`src/rtl/sfd_pkg.sv`:
```
package sfd_pkg;

  // Frame layout: seven payload bytes followed by two check bytes.
  localparam int unsigned FrameLen   = 9;
  localparam int unsigned PayloadLen = 7;
  localparam int unsigned CountSat   = 10;
  localparam int unsigned CountW     = 4;

  // CRC-16/CCITT-FALSE constants.
  localparam logic [15:0] CheckInit = 16'hFFFF;
  localparam logic [15:0] CheckPoly = 16'h1021;

  // Result status codes.
  typedef enum logic [1:0] {
    StOk       = 2'd0,
    StBadLen   = 2'd1,
    StBadCheck = 2'd2
  } status_e;

  // One received byte.
  typedef struct packed {
    logic [7:0] data_byte;
    logic       frame_end;
  } in_word_t;

  // One decoded frame result.
  typedef struct packed {
    status_e            status;
    logic [15:0]        node_id;
    logic signed [15:0] temperature;
    logic [15:0]        vibration;
    logic [7:0]         health;
  } out_word_t;

  // One byte of the CRC update, MSB first, unrolled over the eight bits.
  function automatic logic [15:0] crc_update(input logic [15:0] crc, input logic [7:0] b);
    logic [15:0] c;
    c = crc ^ {b, 8'h00};
    for (int i = 0; i < 8; i++) begin
      if (c[15]) begin
        c = {c[14:0], 1'b0} ^ CheckPoly;
      end else begin
        c = {c[14:0], 1'b0};
      end
    end
    return c;
  endfunction

endpackage

```
`src/rtl/sensor_frame_decoder_crc16.sv`:
```
// Channel   Direction  Signals                              Word
// in        input      in_valid_i / in_ready_o / in_word_i  one frame byte and end marker
// out       output     out_valid_o / out_ready_i / out_word_o  one decoded frame result
//
// The CRC update, byte capture and count for each byte are done in the cycle the
// byte is accepted, and the result register is loaded on the last byte.
// A result appears in the cycle after its last byte is accepted.
// The input is ready whenever the result register is empty or being read, so bytes
// flow back to back while the output is taken; a stalled result holds the input.
// Reset (rst_ni, asynchronous, active low) clears the frame state and the result valid.
module sensor_frame_decoder_crc16 (
  input  logic                 clk_i,
  input  logic                 rst_ni,
  input  logic                 in_valid_i,
  output logic                 in_ready_o,
  input  sfd_pkg::in_word_t    in_word_i,
  output logic                 out_valid_o,
  input  logic                 out_ready_i,
  output sfd_pkg::out_word_t   out_word_o
);
  import sfd_pkg::*;

  logic [CountW-1:0] count_q, count_d;
  logic [15:0]       crc_q, crc_d;
  logic [55:0]       payload_q, payload_d;
  logic [15:0]       rcheck_q, rcheck_d;
  logic              out_valid_q, out_valid_d;
  out_word_t         out_word_q, out_word_d;
  logic              in_fire;
  logic              last_fire;
  logic [2:0]        pos;

  assign in_ready_o = !out_valid_q || out_ready_i;
  assign in_fire    = in_valid_i && in_ready_o;
  assign last_fire  = in_fire && in_word_i.frame_end;
  assign pos        = count_q[2:0];

  // Frame state update for the byte at the current position.
  always_comb begin
    crc_d     = crc_q;
    payload_d = payload_q;
    rcheck_d  = rcheck_q;
    count_d   = count_q;
    if (count_q inside {[0:PayloadLen-1]}) begin
      crc_d = crc_update(crc_q, in_word_i.data_byte);
      for (int i = 0; i < PayloadLen; i++) begin
        if (pos == 3'(i)) begin
          payload_d[55-8*i -: 8] = in_word_i.data_byte;
        end
      end
    end else if (count_q inside {[PayloadLen:FrameLen-1]}) begin
      rcheck_d = {rcheck_q[7:0], in_word_i.data_byte};
    end
    if (count_q < CountW'(CountSat)) begin
      count_d = count_q + CountW'(1);
    end
  end

  // Result for the last byte of a frame.
  always_comb begin
    out_word_d = '0;
    if (count_d != CountW'(FrameLen)) begin
      out_word_d.status = StBadLen;
    end else if (crc_d != rcheck_d) begin
      out_word_d.status = StBadCheck;
    end else begin
      out_word_d.status      = StOk;
      out_word_d.node_id     = payload_d[55:40];
      out_word_d.temperature = payload_d[39:24];
      out_word_d.vibration   = payload_d[23:8];
      out_word_d.health      = payload_d[7:0];
    end
  end

  // Result valid: set by a last byte, cleared when the word is taken.
  always_comb begin
    out_valid_d = out_valid_q;
    if (last_fire) begin
      out_valid_d = 1'b1;
    end else if (out_ready_i) begin
      out_valid_d = 1'b0;
    end
  end

  // Frame state registers; a last byte restarts the frame.
  always_ff @(posedge clk_i or negedge rst_ni) begin
    if (!rst_ni) begin
      count_q     <= '0;
      crc_q       <= CheckInit;
      payload_q   <= '0;
      rcheck_q    <= '0;
      out_valid_q <= 1'b0;
    end else begin
      out_valid_q <= out_valid_d;
      if (last_fire) begin
        count_q   <= '0;
        crc_q     <= CheckInit;
        payload_q <= '0;
        rcheck_q  <= '0;
      end else if (in_fire) begin
        count_q   <= count_d;
        crc_q     <= crc_d;
        payload_q <= payload_d;
        rcheck_q  <= rcheck_d;
      end
    end
  end

  // Result payload register.
  always_ff @(posedge clk_i) begin
    if (last_fire) begin
      out_word_q <= out_word_d;
    end
  end

  assign out_valid_o = out_valid_q;
  assign out_word_o  = out_word_q;

  // The byte count saturates and never passes its limit.
  assert property (@(posedge clk_i) disable iff (!rst_ni)
    count_q <= CountW'(CountSat))
    else $error("byte count above saturation limit");

  // A last byte restarts the frame state.
  assert property (@(posedge clk_i) disable iff (!rst_ni)
    last_fire |=> (count_q == '0) && (crc_q == CheckInit) && (payload_q == '0))
    else $error("frame state not restarted after last byte");

  // A last byte always produces a result in the next cycle.
  assert property (@(posedge clk_i) disable iff (!rst_ni)
    last_fire |=> out_valid_o)
    else $error("missing result after last byte");

  // A rejected frame carries zero fields.
  assert property (@(posedge clk_i) disable iff (!rst_ni)
    (out_valid_o && out_word_o.status != StOk) |->
      (out_word_o.node_id == '0) && (out_word_o.temperature == '0) &&
      (out_word_o.vibration == '0) && (out_word_o.health == '0))
    else $error("rejected frame with nonzero fields");

endmodule
```
`config.mk`:
```
export PLATFORM = sky130hd
export DESIGN_NAME = sensor_frame_decoder_crc16
export DESIGN_NICKNAME = d
export VERILOG_FILES = /design/src/rtl/sfd_pkg.sv /design/src/rtl/sensor_frame_decoder_crc16.sv
export SDC_FILE = /design/constraint.sdc
export NUM_CORES = 1
export LEC_CHECK = 0
export BUFFER_PORTS_ARGS = -buffer_cell sky130_fd_sc_hd__buf_2
export CAP_MARGIN = 0
export CORE_MARGIN = 1
export CORE_UTILIZATION = 54
export DETAILED_ROUTE_END_ITERATION = 12
export PLACE_DENSITY = 0.76
export RECOVER_POWER = 100
export SLEW_MARGIN = 20
export SYNTH_ARGS = -nofsm -noshare
export SYNTH_HDL_FRONTEND = slang
export SYNTH_SLANG_ARGS = --single-unit
```
`constraint.sdc`:
```
create_clock -name clk_i -period 4.9 [get_ports clk_i]
set_input_delay 0.49 -clock clk_i [delete_from_list [all_inputs] [get_ports clk_i]]
set_output_delay 0.49 -clock clk_i [all_outputs]
set_load 0.02 [all_outputs]
```
==> run metrics, run 1 <==
PD cells=576 mW/mm2; nets@finish=804; # H-tree levels=4; die area=between 0.015 and 0.02 mm2; Largest stage delay, worst path=690 ps; initial antenna violation count=0; Post-Route Skew=6.16 ps; period utilization=0.761; top cell type's share of synthesized area=0.232; Max clock buf depth=2; clk sink count=151; chip height=about 130 um; Mapped Nets=777; clk slew on worst S/H paths=60 ps; syn_area_per_cell=10.9 um2; async set or reset register ratio after synthesis=0.616; TritonCTS Buffers=17; Syn Inst Count=759; yosys warns=0; cell taking the most area after synthesis=dfrtp_1; Worst setup SP type=flop; Initial Util=0.563; crit path cell chain=inv_1, ha_1, and3b_1, a31oi_4, mux2i_1, xor2_1, nor4_2, nand4_1, buf_4, nor4_1; outcome=finished, violations left; maxcap violations=3; Hold Crit Start=out_ready_i; Fillers=1196; top post-synthesis cells by area=dfrtp_1 23%, edfxtp_1 21%, mux2i_1 8.8%; WP data required=5100 ps; CP max FO=57; DR WL/cell=20.3 um; RSZ-0062 raised after global routing=false; Slew Limit Fails=between 100 and 150; failing checks=max-capacitance violations, max-slew violations; Unique masters post-synth=46; min-delay worst type=in2reg; global router's overall resource usage=0.259; HPWL after DPL=between 10 and 15 mm; Synth Register Bits=151; CTS resizes=0; Worst Setup SP=count_q[0]$_DFFE_PN0P_; fin worst setup slack=1170 ps; setup_tns=0 ps; critical path capture point type=flop; Worst slew margin=-0.581; Area Growth Syn to Fin=8.30%; min Tclk post-route=3730 ps; Post-Route WL=approximately 20 mm; # setup viols final=0; Final Wtd Congestion=0.832; Hold Slack=approximately 440 ps; Inserted Diodes=0; vias in the first global route=6210; FP Rows=44; Worst Tran Pin Value=2370 ps; most frequent cells in the layout=85 x o21ai_0, 84 x nand2_1, 83 x a22oi_1; R2R Path Start=count_q[0]$_DFFE_PN0P_; DRC Markers=0; Root Buffer=clkbuf_16; Seq/Total Area, Yosys=0.492; core area=0.0148 mm2; slowest stage cell, crit path=a31oi_4; commonest non-fill, non-tap cell in the layout=o21ai_0; Top FF cell, synth=dfrtp_1; Remaining Overflow, GRT=0; fraction of layout cells with a size suffix above 1=0.103; Hold Fails Final Rpt=0; cts hold-fix bufs=0; input/output buffers=72; VDD IR max=0.000291 V; largest net degree at the start of global routing=slightly below 80; die width=between 100 and 150 um; Setup CP Type=reg2reg; number of DRC markers in iteration 0=about 700; routed vias=6294; Max Freq=268 MHz; Clock Latency Late Sink=between 400 and 500 ps; first-pass GRT wire length=31.9 mm; CTS tree=yes; cell area after technology mapping=0.00831 mm2; critical path arrival=about 3900 ps; vias per cell=~6.4; number of routed nets with antenna violations=0; leakage=3.68 nW; Post-synth EDFFs=58; TritonRoute pass-1 iters=6; I/O pin cnt=73; post-CTS setup buffers=0; Setup WS pre-CTS=1280 ps
-- registers in the layout, summed over array words and instances (netlist names) --
name,cells
rcheck_q,16
out_valid_o,1
out_word_o,58
payload_q,56
crc_q,16
count_q,4
-- through the flow --
| step | util | instances | total power, mW | cell area, um2 |
|---|---|---|---|---|
| 6_report | 0.610 | 983 | 5.18 | 8990 |
| 5_1_grt | 0.610 | 983 | 5.47 | 8990 |
| 4_1_cts | 0.630 | 983 | 5.21 | 9290 |
| 3_5_place_dp | 0.588 | 951 | 3.83 | 8680 |
| 3_3_place_gp | 0.588 | 951 | 3.73 | 8680 |
| 2_1_floorplan | - | 759 | 3.43 | 8310 |
-- worst max-delay path: cells and delay by family (launching register included) --
family                   cells  cell delay [ps]
AND/OR/NAND/NOR              4             1140
XOR/XNOR                     1              120
adder cells (fa/ha/maj)      1              230
buffers and inverters        2              500
AO/OA/AOI/OAI                1              690
flip-flops                   1              480
multiplexers                 1              320
-- cell usage after synthesis (all sizes together), types with 17 or more instances --
cell	count
xnor2	24
inv	17
clkbuf	50
nor4	57
edfxtp	58
o21ai	87
buf	24
nor2	19
mux2i	73
nand2	84
a22oi	83
a21oi	24
dfrtp	77
-- metal layers --
layer | global-route usage | vias to the layer above | routed length [um]
li1 | - | 2869 | -
met1 | 0.326 | 3147 | 8350
met2 | 0.440 | 240 | 10000
met3 | 0.0391 | 38 | 1040
met4 | 0.122 | 0 | 557
met5 | 0 | - | 0
-- cells by family after synthesis --
group	share of synthesized area
DFF	0.492
buffers and inverters	0.0476
adders and majority gates	0.00753
AOI/OAI and AO/OA	0.164
and+or+nand+nor	0.133
muxes	0.0880
xor gates and xnor gates	0.0676
-- report_power, final --
group / switching [mW] / internal [mW]
registers: 0.328 / 1.71
logic: 0.964 / 0.826
clock network: 0.511 / 0.849
total: 1.80 / 3.38
-- layout make-up --
type | instances | area (um2) | share of cell area
clock buffers | 19 | 433 | 0.0481
clock inverters | 13 | 180 | 0.0200
inverters | 17 | 63.8 | 0.00709
multi-input cells | 517 | 3630 | 0.404
flip-flops and latches | 151 | 4090 | 0.455
well taps | 184 | 230 | 0.0256
repair buffers | 82 | 364 | 0.0405
-- final timing paths --
kind	endpoint	slack, ps	depth (start not counted)
setup / recovery	out_word_o[7]$_SDFFCE_PP0P_	1170	10
hold / removal	out_valid_o$_DFFE_PN0P_	440	3
setup reg to reg	out_word_o[7]$_SDFFCE_PP0P_	1170	10
hold reg to reg	crc_q[6]$_DFFE_PN1P_	500	2
max in group asynchronous	payload_q[42]$_DFFE_PN0P_	1800	2
min in group asynchronous	rcheck_q[5]$_DFFE_PN0P_	780	1
(Power assumes the default switching activity.)
==> run 2: changes to the inputs <==
--- a/config.mk
+++ b/config.mk
@@ -10,7 +10,7 @@
 export CORE_MARGIN = 1
 export CORE_UTILIZATION = 54
 export DETAILED_ROUTE_END_ITERATION = 12
-export PLACE_DENSITY = 0.76
+export PLACE_DENSITY = 0.79
 export RECOVER_POWER = 100
 export SLEW_MARGIN = 20
 export SYNTH_ARGS = -nofsm -noshare
==> constraint.sdc (replaced) <==
create_clock -name clk_i -period 3.4 [get_ports clk_i]
set_input_delay 0.34 -clock clk_i [delete_from_list [all_inputs] [get_ports clk_i]]
set_output_delay 0.34 -clock clk_i [all_outputs]
set_load 0.02 [all_outputs]
==> run 2 against run 1 <==
Effect of this change: the flow still finishes with violations (max-capacitance violations, max-slew violations); core utilization up 0.85 points; clock skew up 3.2 ps; combinational power is 47% higher.
==> run metrics, run 2 (same netlist as run 1, synthesis figures left out) <==
outcome=finished, violations left; failing checks=max-capacitance violations, max-slew violations; Fillers=1192 (-0.33%); number of DRC markers in iteration 0=794 (+13%); leakage=3.77 nW (+2.4%); fin util=0.618 (+0.00848); Worst setup SP type=flop; largest net degree at the start of global routing=77 (unchanged); chip height=126 um (unchanged); fraction of layout cells with a size suffix above 1=0.125 (+0.0225); vias per cell=6.39 (-0.21%); input/output buffers=72 (unchanged); routed vias=6434 (+2.2%); WP data required=3600 ps (-1500 ps); Post-Route WL=20.2 mm (+1.2%); HPWL after DPL=12.8 mm (+6.4%); period utilization=0.941 (+0.180); min-delay worst type=in2reg; switch share=0.362 (+0.0140); post-CTS setup buffers=0 (unchanged); Hold Fails Final Rpt=0 (unchanged); critical path arrival=3400 ps (-530 ps); Hold Slack=275 ps (-162 ps); Inserted Diodes=0 (unchanged); PD cells=806 mW/mm2 (+40%); Clock Latency Late Sink=430 ps (about the same); global router's overall resource usage=0.263 (+0.00389); footprint of the multi-input gates=0.00363 mm2 (-0.17%); Root Buffer=clkbuf_16; FP Rows=44 (unchanged); DR WL/cell=20.1 um (-1.2%); commonest non-fill, non-tap cell in the layout=o21ai_0; nets@finish=828 (+3.0%); CTS tree=yes; maxcap violations=1 (-2); Initial Util=0.563 (unchanged); DRC Markers=0 (unchanged); TritonCTS Buffers=17 (unchanged); initial antenna violation count=0 (unchanged); core area=0.0148 mm2 (unchanged); Worst slew margin=-0.654 (-0.0727); clk sink count=151 (unchanged); Clock Power Share=0.242 (-0.020); number of routed nets with antenna violations=0 (unchanged); min Tclk post-route=3200 ps (-530 ps); TritonRoute pass-1 iters=7 (+1); # setup viols final=0 (unchanged); sequential share of power=0.399 (+0.007); setup_tns=0 ps (unchanged); vias in the first global route=6232 (+0.35%); first-pass GRT wire length=32.4 mm (+1.5%); die area=0.0159 mm2 (unchanged); Remaining Overflow, GRT=0 (unchanged); Setup CP Type=reg2reg; I/O pin cnt=73 (unchanged); most frequent cells in the layout=85 x o21ai_0, 84 x nand2_1, 83 x a22oi_1; Post-Route Skew=9.40 ps (+3.24 ps); CP max FO=57 (unchanged); Area Growth Syn to Fin=9.81%; VDD IR max=0.000454 V (+56%); Int Pwr=4.69 mW (+39%); clk slew on worst S/H paths=60 ps (about the same); Final Wtd Congestion=0.942 (+13%); die width=126 um (unchanged); Worst Tran Pin Value=2480 ps (+109 ps); critical path capture point type=flop; FF/Latch Area=0.00409 mm2 (unchanged); RSZ-0062 raised after global routing=false; Slew Limit Fails=42 (-71%); Sw Pwr=2.66 mW (+48%); # H-tree levels=4 (unchanged); Gate power share=0.359 (+0.014); max FFs per register=58 (unchanged); Max clock buf depth=2 (unchanged); Max Freq=313 MHz (+17%)
[run 2: layout make-up]
class                      count  area share
clock buffer                  17      0.0466
clock inverter                15      0.0143
inverter                      17     0.00700
multi-input combinational    517       0.398
sequential                   151       0.448
tap                          184      0.0252
timing repair buffer         106      0.0606
[run 2: routing by layer]
metal | share of wire | vias to the layer above | track usage
met2 | 0.49 | 275 | 0.418
met1 | 0.41 | 3189 | 0.348
met4 | 0.033 | 0 | 0.138
met5 | 0 | - | 0
met3 | 0.062 | 51 | 0.0442
li1 | - | 2919 | -
[run 2: what timing repair did]
item                                   CTS  global route
setup endpoints to repair                0             0
resized for setup                        0             0
endpoints found under the hold margin   27             0
hold buffers                             1             0
[run 2: power groups by stage]
stage / clock network, mW / registers [mW] / logic (mW)
floorplan: 0 / 2.85 / 2.10
global placement: 0 / 2.89 / 2.58
detailed placement: 0 / 2.95 / 2.65
CTS: 1.79 / 2.92 / 2.69
global route: 1.87 / 2.99 / 2.88
finish: 1.78 / 2.93 / 2.64
[run 2: worst paths after layout]
path                                               end                     start  slack, ps  cells after the start
min                            out_valid_o$_DFFE_PN0P_               out_ready_i        270                      3
min reg2reg                   payload_q[1]$_DFFE_PN0P_  payload_q[1]$_DFFE_PN0P_        510                      2
max                        out_word_o[7]$_SDFFCE_PP0P_    count_q[0]$_DFFE_PN0P_        200                     11
min in group asynchronous      rcheck_q[6]$_DFFE_PN0P_                    rst_ni       1210                      2
max reg2reg                out_word_o[7]$_SDFFCE_PP0P_    count_q[0]$_DFFE_PN0P_        200                     11
max in group asynchronous    payload_q[44]$_DFFE_PN0P_                    rst_ni        770                      2
[run 2: per-stage QoR]
step | setup WS, ps | instances | cell area, um2 | total power [mW]
after floorplan | 337 | 759 | 8310 | 4.95
after global placement | 470 | 974 | 8890 | 5.47
after detailed placement | 316 | 974 | 8890 | 5.59
after CTS | 301 | 1007 | 9450 | 7.40
after global routing | 41.6 | 1007 | 9120 | 7.74
final | 201 | 1007 | 9120 | 7.35
[run 2: worst max-delay path: stages (launching register included)]
cell	delay (ps)
dfrtp_1	370
inv_1	110
ha_1	230
and3b_1	310
a31oi_4	390
buf_4	220
mux2i_1	250
xnor2_1	140
and3_1	170
nand4_1	110
buf_6	250
nor4_1	380
==> run 3: changes to the inputs <==
--- a/config.mk
+++ b/config.mk
@@ -5,14 +5,15 @@
 export SDC_FILE = /design/constraint.sdc
 export NUM_CORES = 1
 export LEC_CHECK = 0
-export BUFFER_PORTS_ARGS = -buffer_cell sky130_fd_sc_hd__buf_2
 export CAP_MARGIN = 0
 export CORE_MARGIN = 1
-export CORE_UTILIZATION = 54
+export CORE_UTILIZATION = 58
 export DETAILED_ROUTE_END_ITERATION = 12
+export DONT_BUFFER_PORTS = 1
 export PLACE_DENSITY = 0.79
 export RECOVER_POWER = 100
 export SLEW_MARGIN = 20
 export SYNTH_ARGS = -nofsm -noshare
 export SYNTH_HDL_FRONTEND = slang
 export SYNTH_SLANG_ARGS = --single-unit
+export TNS_END_PERCENT = 10
==> run 3 against run 2 <==
Effect of this change: critical path depth down 2; largest cell class unchanged; first-iteration DRC count down 8.3%; critical path type unchanged; flip-flop and latch count unchanged; the flow still finishes with violations (max-capacitance violations, max-slew violations).
==> run metrics, run 3 (same netlist as run 1, synthesis figures left out) <==
Max Freq=314 MHz (+0.34%); M1 WL=7.98 mm (-4.6%); Final Wtd Congestion=0.885 (-6.1%); R2R setup slack=210 ps (about the same); Setup CP Type=reg2reg; Post-Route WL=19.6 mm (-2.9%); global router's overall resource usage=0.277 (+0.0142); Design Area, Final=0.00900 mm2 (-1.3%); outcome=finished, violations left; Fillers=996 (-16%); VDD IR max=0.000472 V (+3.9%); max FFs per register=58 (unchanged); DRC Markers=0 (unchanged); # H-tree levels=4 (unchanged); switch share=0.353 (-0.00922); leakage=3.64 nW (-3.5%); TritonRoute pass-1 iters=5 (-2); Inserted Diodes=0 (unchanged); min Tclk post-route=3190 ps (-10.8 ps); Worst setup SP type=flop; Gate power share=0.348 (-0.011); # setup viols final=0 (unchanged); number of DRC markers in iteration 0=728 (-8.3%); WP data required=3610 ps (about the same); sequential share of power=0.408 (+0.009); metal2 WL=9.89 mm (-0.42%); first-pass GRT wire length=31.2 mm (-3.6%); largest net degree at the start of global routing=97 (+26%); Initial Util=0.596 (+0.0331); placed instance area=0.00840 mm2 (-5.5%); failing checks=max-capacitance violations, max-slew violations; critical path capture point type=flop; die area=0.0148 mm2 (-6.8%); initial antenna violation count=0 (unchanged); DR WL/cell=21.2 um (+5.7%); core area=0.0139 mm2 (-5.6%); Area Growth Syn to Fin=8.39%; min-delay worst type=in2reg; most frequent cells in the layout=85 x o21ai_0, 84 x nand2_1, 83 x a22oi_1; I/O pin cnt=73 (unchanged); Hold Fails Final Rpt=0 (unchanged); Remaining Overflow, GRT=0 (unchanged); crit path cell chain=ha_1, and3b_2, a31o_2, mux2i_1, xor2_1, nor3_1, nand4_1, buf_12, nor4_1; maxcap violations=2 (+1); TritonCTS Buffers=17 (unchanged); Sw Pwr=2.58 mW (-3.1%); fin util=0.646 (+0.0279); CP max FO=43 (-25%); RSZ-0062 raised after global routing=false; fin worst setup slack=212 ps (+10.8 ps); input/output buffers=0 (-100%); metal3 WL=1.24 mm (-0.72%); Largest stage delay, worst path=490 ps (+100 ps); fraction of layout cells with a size suffix above 1=0.154 (+0.0292); Root Buffer=clkbuf_16; PD cells=812 mW/mm2 (+0.76%); nets@finish=750 (-9.4%); number of routed nets with antenna violations=0 (unchanged); commonest non-fill, non-tap cell in the layout=o21ai_0; setup_tns=0 ps (unchanged); die width=122 um (-3.5%); highest metal used=met4; Post-Route Skew=14.4 ps (+5.01 ps); Clock Power Share=0.244 (+0.002); chip height=122 um (-3.5%); period utilization=0.938 (-0.00316); clk slew on worst S/H paths=60 ps (about the same); CTS tree=yes; Slew Limit Fails=154 (+270%); vias in the first global route=5959 (-4.4%); routed vias=6119 (-4.9%); clk sink count=151 (unchanged); vias per cell=6.62 (+3.5%); Setup WS pre-CTS=229 ps (-87.3 ps); Max clock buf depth=2 (unchanged); HPWL after DPL=11.9 mm (-6.7%); slowest stage cell, crit path=dfrtp_1; critical path arrival=3400 ps (about the same); FP Rows=43 (-2.3%); Int Pwr=4.73 mW (+0.90%); Clock Latency Late Sink=430 ps (about the same); Worst Tran Pin Value=2320 ps (-163 ps); Worst slew margin=-0.546 (+0.108)
[run 3: worst max-delay path: cells and delay by family, from the launching register on]
family / cells / cell delay (ps)
simple gates: 4 / 1170
flops: 1 / 490
compound gates: 1 / 380
fa+ha+maj: 1 / 290
mux: 1 / 290
buf+inv: 1 / 240
xor+xnor: 1 / 100
[run 3: cell type report]
class	instances	area, um2	share of cell area
multi-input combinational	517	3820	0.425
tap	180	225	0.0250
sequential	151	4090	0.454
clock buffer	22	444	0.0493
inverter	17	63.8	0.00709
clock inverter	10	108	0.0120
timing repair buffer	28	250	0.0278
[run 3: per-stage QoR]
| stage | hold slack, ps | cells | total power [mW] |
|---|---|---|---|
| after floorplan | 44.4 | 759 | 4.95 |
| after global placement | 49.7 | 884 | 5.31 |
| after detailed placement | 49.6 | 884 | 5.47 |
| after CTS | 7.22 | 919 | 7.30 |
| after global routing | 14.6 | 925 | 7.72 |
| final | 18.2 | 925 | 7.31 |
[run 3: layer usage]
layer,up-vias,global-route usage
met3,40,0.0637
met4,0,0.118
met1,3019,0.346
met5,-,0
met2,295,0.462
li1,2765,-
[run 3: repair_timing]
item,in CTS,in global routing
hold buffers,3,0
buffers inserted,0,6
resized for setup,0,1
hold endpoints to repair,94,0
setup endpoints to repair,0,6
[run 3: power groups by stage]
stage          registers [mW]  logic [mW]  clock network [mW]
6_report                 2.99        2.54                1.79
4_1_cts                  2.97        2.53                1.80
3_5_place_dp             2.99        2.48                   0
2_1_floorplan            2.85        2.10                   0
5_1_grt                  3.04        2.80                1.88
3_3_place_gp             2.93        2.38                   0
[run 3: path summary, 6_finish.rpt]
| path | startpoint | endpoint | cells past startpoint |
|---|---|---|---|
| max | count_q[1]$_DFFE_PN0P_ | out_word_o[22]$_SDFFCE_PP0P_ | 9 |
| min | in_word_i[0] | payload_q[19]$_DFFE_PN0P_ | 1 |
| max reg2reg | count_q[1]$_DFFE_PN0P_ | out_word_o[22]$_SDFFCE_PP0P_ | 9 |
| min reg2reg | payload_q[45]$_DFFE_PN0P_ | payload_q[45]$_DFFE_PN0P_ | 2 |
| max in group asynchronous | rst_ni | count_q[1]$_DFFE_PN0P_ | 2 |
| min in group asynchronous | rst_ni | rcheck_q[13]$_DFFE_PN0P_ | 2 |
